[config.mk]
export PLATFORM = sky130hd
export DESIGN_NAME = max_subarray_sum_min_len2_flat
export DESIGN_NICKNAME = d
export VERILOG_FILES = /design/src/hdl/msum_pkg.sv /design/src/hdl/msum_if.sv /design/src/hdl/msum_in_stage.sv /design/src/hdl/msum_core.sv /design/src/hdl/max_subarray_sum_min_len2.sv /design/src/flat_wrapper.sv
export SDC_FILE = /design/constraint.sdc
export NUM_CORES = 1
export LEC_CHECK = 0
export BUFFER_PORTS_ARGS = -buffer_cell sky130_fd_sc_hd__buf_2
export CAP_MARGIN = 30
export CORE_UTILIZATION = 51
export CTS_BUF_LIST = sky130_fd_sc_hd__clkbuf_4 sky130_fd_sc_hd__clkbuf_8
export CTS_CLUSTER_SIZE = 40
export DETAILED_ROUTE_END_ITERATION = 12
export PLACE_DENSITY = 0.69
export SYNTH_ARGS = -nofsm -noshare
export SYNTH_HDL_FRONTEND = slang
export SYNTH_SLANG_ARGS = --single-unit
[constraint.sdc]
create_clock -name clk -period 11.2 [get_ports clk]
set_input_delay 0.56 -clock clk [delete_from_list [all_inputs] [get_ports clk]]
set_output_delay 0.56 -clock clk [all_outputs]
set_load 0.02 [all_outputs]
[src/hdl/msum_pkg.sv]
`timescale 1ns / 1ps
package msum_pkg;

  localparam int unsigned ELEM_W = 32;
  localparam int unsigned SUM_W  = 48;
  localparam int unsigned BEST_W = 47;

  typedef logic signed [ELEM_W-1:0] elem_t;
  typedef logic signed [SUM_W-1:0]  sum_t;
  typedef logic signed [SUM_W:0]    wide_sum_t;
  typedef logic [BEST_W-1:0]        best_t;

  // Largest representable running sum; larger sums clamp here.
  localparam sum_t SUM_MAX = 48'sh7FFF_FFFF_FFFF;

  // One input beat held between the input register and the core.
  typedef struct packed {
    logic  valid;
    logic  is_last;
    elem_t element;
  } msum_beat_t;

endpackage

[src/hdl/msum_if.sv]
`timescale 1ns / 1ps
interface msum_in_if
  import msum_pkg::*;
();
  logic  valid;
  logic  ready;
  elem_t element;
  logic  is_last;

  modport source (output valid, output element, output is_last, input ready);
  modport sink   (input valid, input element, input is_last, output ready);
endinterface

interface msum_out_if
  import msum_pkg::*;
();
  logic  valid;
  logic  ready;
  best_t best_sum;

  modport source (output valid, output best_sum, input ready);
  modport sink   (input valid, input best_sum, output ready);
endinterface

[src/hdl/msum_in_stage.sv]
`timescale 1ns / 1ps
module msum_in_stage
  import msum_pkg::*;
(
  input  logic       clk,
  input  logic       rst_n,
  input  logic       in_valid,
  output logic       in_ready,
  input  elem_t      in_element,
  input  logic       in_is_last,
  input  logic       core_take,
  output msum_beat_t beat
);

  msum_beat_t beat_r;
  msum_beat_t beat_nxt;

  // Free when empty or when the held beat moves on this cycle.
  assign in_ready = !beat_r.valid || core_take;
  assign beat     = beat_r;

  always_comb begin
    beat_nxt = beat_r;
    if (in_valid && in_ready) begin
      beat_nxt.valid   = 1'b1;
      beat_nxt.is_last = in_is_last;
      beat_nxt.element = in_element;
    end else if (core_take) begin
      beat_nxt.valid = 1'b0;
    end
  end

  always_ff @(posedge clk) begin
    if (!rst_n) begin
      beat_r.valid <= 1'b0;
    end else begin
      beat_r.valid <= beat_nxt.valid;
    end
    beat_r.is_last <= beat_nxt.is_last;
    beat_r.element <= beat_nxt.element;
  end

  a_take_needs_beat: assert property (@(posedge clk) disable iff (!rst_n)
    core_take |-> beat_r.valid)
    else $error("core took a beat from an empty input register");

  a_stall_when_busy: assert property (@(posedge clk) disable iff (!rst_n)
    !in_ready |-> beat_r.valid && !core_take)
    else $error("input stalled without a pending beat");

  a_held_beat_kept: assert property (@(posedge clk) disable iff (!rst_n)
    beat_r.valid && !core_take |=> beat_r.valid && $stable(beat_r.element))
    else $error("pending beat lost or changed");

endmodule

[src/hdl/msum_core.sv]
`timescale 1ns / 1ps
module msum_core
  import msum_pkg::*;
(
  input  logic       clk,
  input  logic       rst_n,
  input  msum_beat_t beat,
  output logic       core_take,
  output logic       out_valid,
  input  logic       out_ready,
  output best_t      out_best_sum
);

  sum_t  prev_r, prev_nxt;
  sum_t  best_r, best_nxt;
  logic  seen_r, seen_nxt;
  logic  out_valid_r, out_valid_nxt;
  best_t out_data_r, out_data_nxt;

  sum_t      x_ext;
  wide_sum_t raw_sum;
  sum_t      ext;
  sum_t      best_upd;

  // A last beat needs the result slot; other beats always move.
  assign core_take = beat.valid && (!beat.is_last || !out_valid_r || out_ready);

  assign out_valid    = out_valid_r;
  assign out_best_sum = out_data_r;

  always_comb begin
    x_ext   = sum_t'(beat.element);
    raw_sum = wide_sum_t'(prev_r) + wide_sum_t'(x_ext);
    ext     = (raw_sum > wide_sum_t'(SUM_MAX)) ? SUM_MAX : raw_sum[SUM_W-1:0];

    prev_nxt      = prev_r;
    best_nxt      = best_r;
    seen_nxt      = seen_r;
    out_data_nxt  = out_data_r;
    out_valid_nxt = out_valid_r && !out_ready;
    best_upd      = best_r;

    if (core_take) begin
      if (seen_r) begin
        best_upd = (ext > best_r) ? ext : best_r;
        prev_nxt = (ext > x_ext) ? ext : x_ext;
      end else begin
        prev_nxt = x_ext;
      end
      best_nxt = best_upd;
      seen_nxt = 1'b1;
      if (beat.is_last) begin
        out_data_nxt  = best_upd[BEST_W-1:0];
        out_valid_nxt = 1'b1;
        // Clear the running state for the next array.
        prev_nxt = '0;
        best_nxt = '0;
        seen_nxt = 1'b0;
      end
    end
  end

  always_ff @(posedge clk) begin
    if (!rst_n) begin
      prev_r      <= '0;
      best_r      <= '0;
      seen_r      <= 1'b0;
      out_valid_r <= 1'b0;
    end else begin
      prev_r      <= prev_nxt;
      best_r      <= best_nxt;
      seen_r      <= seen_nxt;
      out_valid_r <= out_valid_nxt;
    end
    out_data_r <= out_data_nxt;
  end

  a_best_nonneg: assert property (@(posedge clk) disable iff (!rst_n)
    !best_r[SUM_W-1])
    else $error("running best went negative");

  a_last_clears: assert property (@(posedge clk) disable iff (!rst_n)
    core_take && beat.is_last |=> !seen_r && best_r == '0 && out_valid_r)
    else $error("last beat did not clear state and post a result");

  a_result_source: assert property (@(posedge clk) disable iff (!rst_n)
    $rose(out_valid_r) |-> $past(core_take && beat.is_last))
    else $error("result posted without a last beat");

  a_no_overwrite: assert property (@(posedge clk) disable iff (!rst_n)
    out_valid_r && !out_ready |-> !(core_take && beat.is_last))
    else $error("pending result overwritten");

endmodule

[src/hdl/max_subarray_sum_min_len2.sv]
`timescale 1ns / 1ps
// Path: a last element's beat passes the input register, then the result register.
// Throughput: one element per cycle; a last element waits only while a previous
//   result is still unclaimed, set by the single result register.
// Reset: synchronous active-low rst_n clears the valid flags and running sums,
//   so the first beat after reset starts a fresh array.
module max_subarray_sum_min_len2
  import msum_pkg::*;
(
  input  logic       clk,
  input  logic       rst_n,
  msum_in_if.sink    in_ch,
  msum_out_if.source out_ch
);

  // Beat held in the input register, and the core's pull on it.
  msum_beat_t beat;
  logic       core_take;

  // Input register: holds one beat; upstream ready still follows the result stall.
  msum_in_stage u_in_stage (
    .clk        (clk),
    .rst_n      (rst_n),
    .in_valid   (in_ch.valid),
    .in_ready   (in_ch.ready),
    .in_element (in_ch.element),
    .in_is_last (in_ch.is_last),
    .core_take  (core_take),
    .beat       (beat)
  );

  // Running sums: extend the best run ending at the previous element by the
  // new one, keep the best extension seen (floored at zero), post it on the last beat.
  msum_core u_core (
    .clk          (clk),
    .rst_n        (rst_n),
    .beat         (beat),
    .core_take    (core_take),
    .out_valid    (out_ch.valid),
    .out_ready    (out_ch.ready),
    .out_best_sum (out_ch.best_sum)
  );

endmodule
[src/flat_wrapper.sv]
// flat-port wrapper written by rule: the top's interface ports become plain ports
module max_subarray_sum_min_len2_flat import msum_pkg::*;
  (clk, rst_n, in_ch_valid, in_ch_element, in_ch_is_last, in_ch_ready, out_ch_valid, out_ch_best_sum, out_ch_ready);
  msum_in_if in_ch_i ();
  msum_out_if out_ch_i ();
  input  logic clk;
  input  logic rst_n;
  input wire logic [$bits(in_ch_i.valid)-1:0] in_ch_valid;
  input wire logic [$bits(in_ch_i.element)-1:0] in_ch_element;
  input wire logic [$bits(in_ch_i.is_last)-1:0] in_ch_is_last;
  output wire logic [$bits(in_ch_i.ready)-1:0] in_ch_ready;
  output wire logic [$bits(out_ch_i.valid)-1:0] out_ch_valid;
  output wire logic [$bits(out_ch_i.best_sum)-1:0] out_ch_best_sum;
  input wire logic [$bits(out_ch_i.ready)-1:0] out_ch_ready;
  assign in_ch_i.valid = in_ch_valid;
  assign in_ch_i.element = in_ch_element;
  assign in_ch_i.is_last = in_ch_is_last;
  assign in_ch_ready = in_ch_i.ready;
  assign out_ch_valid = out_ch_i.valid;
  assign out_ch_best_sum = out_ch_i.best_sum;
  assign out_ch_i.ready = out_ch_ready;
  max_subarray_sum_min_len2 u_core (.clk(clk), .rst_n(rst_n), .in_ch(in_ch_i), .out_ch(out_ch_i));
endmodule
==> results by group <==
Outcome
  – Outcome: completed

Place
  – Number of buffers added on ports: 85
  – Gpl congestion: ~1
  – Hpwl dp: ~23000 µm
  – Placed standard-cell area: roughly 13000 µm²

Yosys
  – Top cell type by total area after synthesis: edfxtp_1
  – Number of synthesized flops with an enable pin: 80
  – Synth top area share: 20.1%
  – Synthesized net count: between 1k and 1.5k
  – #FFs+latches synth: around 180
  – Post-Synthesis Cells: between 1k and 1.5k
  – Synthesized area: about 12000 µm²
  – Avg Cell Area, Syn: about 9.4 µm²
  – Synth Warn #: 0
  – Async set-reset flop share out of synthesis: 0%
  – Netlist cell types: 70
  – Main synth FF type: dfxtp_1
  – Synth top area cells: edfxtp_1 (20%), dfxtp_1 (17%), ha_1 (15%)
  – Seq/Total Area, Yosys: a little under two fifths

STA
  – Final count of hold timing violations: 0
  – Slew Limit Fails: 0
  – Period utilization: a little under three quarters
  – Min Clock Period, post-route: 7.94 ns
  – Slew headroom: between 30% and 40%
  – Final setup vio count: 0
  – RSZ-0062 raised after global routing: no
  – FMAX: about 130 MHz
  – Worst Skew: 0.0253 ns
  – TNS Setup: 0 ns
  – Worst-Margin Slew: between 0.9 and 1 ns

Worst setup path
  – CP arrival: around 8.4 ns
  – CP endpoint kind: flop
  – Critical-path cell list: ha_1, a21oi_1, o21ai_0, a221o_1, a21oi_1, o221ai_1, or3_4, nand3_2, buf_4, o21ai_1, ha_1, nand4_1, nor3_1, nand3_1, nor4_1, a31oi_1, or4b_1, nand2_2, o21bai_4, buf_4, a22o_1
  – Critical path's largest stage delay: roughly 0.88 ns
  – Worst Path Required: around 12 ns
  – Startpoint Class: flop
  – Worst path slowest cell: edfxtp_1
  – Crit path kind: flop to flop
  – Crit-path max FO: 56

Global route
  – Largest net degree at the start of global routing: 64
  – Gr ovfl total: 0
  – Antenna violations before repair: 0
  – First-pass GRT wire length: roughly 51000 µm
  – All-layer global routing usage: between 20% and 30%
  – Number of global-route vias before repair: 9460

Clock tree
  – Setup bufs post-CTS: 0
  – Gates resized, CTS repair: 0
  – CTS tree: built
  – CTS Root Cell: clkbuf_8
  – Clock Sinks: 179
  – Clk buf depth: 2
  – CTS Buf Count: 17
  – Clock Latency Late Sink: ~0.50 ns
  – H-tree levels: 4
  – Cts hold-fix bufs: 0
  – Reg clk slew, reported paths: 0.12 ns

Layout
  – Fillers: 2042
  – Register area: 4380 µm²
  – Final Net Count: about 1.5k
  – Ant. Diodes: 0
  – Multi-input combinational cell area: 6970 µm²
  – Synth-to-layout area growth: 9.39%
  – Share of post-route cells with drive strength above 1: about 14%
  – Final Cell Area: 13100 µm²

Hold path
  – Worst min path class: input port to flop

Flow run
  – Max-cap check violation count: 0

Detailed routing
  – DR vias: between 10k and 15k
  – 1st-iter DRT viols: 867
  – Routed wire length: 32300 µm
  – WL per Instance: approximately 20 µm
  – Post-DRT Antenna Nets: 0
  – TritonRoute pass-1 iters: 5
  – Via/cell ratio: 6.09
  – Number of remaining DRC errors: 0

Floorplan
  – I/O pin count: 86
  – Die Height: roughly 160 µm
  – Starting Density: 52.4%
  – Die width: 155 µm
  – Die area: 24000 µm²
  – Core ar.: ~23000 µm²
  – # rows: between 50 and 60

Pwr
  – PD cells: between 100 and 150 nW/µm²
  – P_leak: about 0.0058 µW
  – Maximum VDD drop: 0.0811 mV
[stage by stage]
step	power, µW	setup slack [ns]	cells	util, %	hold slack, ns
floorplan	1020	5.73	1267	-	0.449
global placement	1130	3.36	1622	55.5	0.467
detailed placement	1130	3.27	1622	55.5	0.479
CTS	1600	3.19	1654	57.3	0.215
global route	1680	2.89	1655	57.3	0.208
finish	1600	3.26	1655	57.3	0.221
[cells in the final DEF (no fill, tap or decap), drive strengths merged, types with 10 or more instances in the layout]
master	count
ha	144
inv	114
a21oi	100
dfxtp	99
nand2	97
buf	94
edfxtp	80
nor2	62
o21ai	56
a21o	52
a22o	48
a221o	36
and3	36
mux2	32
nand4	25
nand3	23
a31oi	21
clkbuf	19
xnor2	16
nor3	16
xor2	14
a32o	14
o21bai	11
o21a	10
o31ai	10
[worst max-delay path: cells and delay by family, from the launching register on]
| kind | cells | cell delay [ns] |
|---|---|---|
| fa+ha+maj | 2 | 0.85 |
| buf+inv | 2 | 1.00 |
| compound gates | 9 | 2.58 |
| simple gates | 8 | 2.47 |
| flops | 1 | 0.88 |
[cell families after synthesis]
| group | share of synthesized area [%] |
|---|---|
| and+or+nand+nor | 12.6 |
| xor gates and xnor gates | 2.20 |
| buffers and inverters | 5.36 |
| muxes | 3.27 |
| DFF | 36.7 |
| adders and majority gates | 15.3 |
| AOI/OAI and AO/OA | 24.6 |
[cell usage after synthesis (4+ instances only)]
master	number
o31ai_1	10
mux2_2	32
inv_1	108
nand2_1	96
nor2_1	62
dfxtp_1	99
nand4_1	25
nand3_1	23
nor4_1	6
a221oi_1	4
xnor2_1	16
o21ai_0	49
nor3_1	15
a21oi_1	98
and2_1	6
clkbuf_1	27
o21bai_1	11
buf_2	17
xor2_1	14
o211ai_1	7
a211o_1	4
a22o_1	48
and3_1	36
o211a_1	4
ha_1	144
o21ai_1	7
a221o_1	36
or2_2	5
a31oi_1	21
edfxtp_1	80
o21a_1	10
a32o_1	14
nor2b_1	7
a21o_1	52
nand2b_1	5
buf_1	4
a211oi_1	7
or3_1	5
[per-layer routing]
| layer | vias to the layer above | routed length [µm] | track usage (%) |
|---|---|---|---|
| met5 | - | 0 | 0 |
| met4 | 0 | 1040 | 11.1 |
| met3 | 63 | 1950 | 5.35 |
| met2 | 330 | 13800 | 41.9 |
| met1 | 4784 | 15500 | 37.9 |
| li1 | 4907 | - | - |
[report_power, final]
| group | leakage (µW) | switching (µW) | internal [µW] |
|---|---|---|---|
| registers | 0.00156 | 14.5 | 704 |
| clock network | 0.000202 | 281 | 193 |
| logic | 0.00401 | 258 | 151 |
| total | 0.00576 | 554 | 1050 |
[worst paths after layout]
kind	endpoint	slack, ns	cells past startpoint	from
setup / recovery	u_core.u_core.best_r[33]	3.26	21	u_core.u_in_stage.beat[31]
hold / removal	u_core.u_in_stage.beat[7]	0.22	1	in_ch_element[7]
setup reg to reg	u_core.u_core.best_r[33]	3.26	21	u_core.u_in_stage.beat[31]
hold reg to reg	u_core.u_core.best_r[47]	0.50	1	u_core.u_core.best_r[47]
[sequential cells by signal, indices dropped and copies added (netlist names)]
register	cells
u_core.u_core.seen_r	1
u_core.u_core.out_best_sum	47
u_core.u_core.out_valid	1
u_core.u_in_stage.beat	34
u_core.u_core.prev_r	48
u_core.u_core.best_r	48
[final cells by class]
type,count,share of cell area (%)
Clock buffer,18,1.90
Clock inverter,14,1.25
Inverter,108,3.10
Multi-Input combinational cell,928,53.4
Sequential cell,179,33.6
Tap cell,313,3.00
Timing Repair Buffer,95,3.81
No activity file was read; power rests on OpenSTA's default activity.
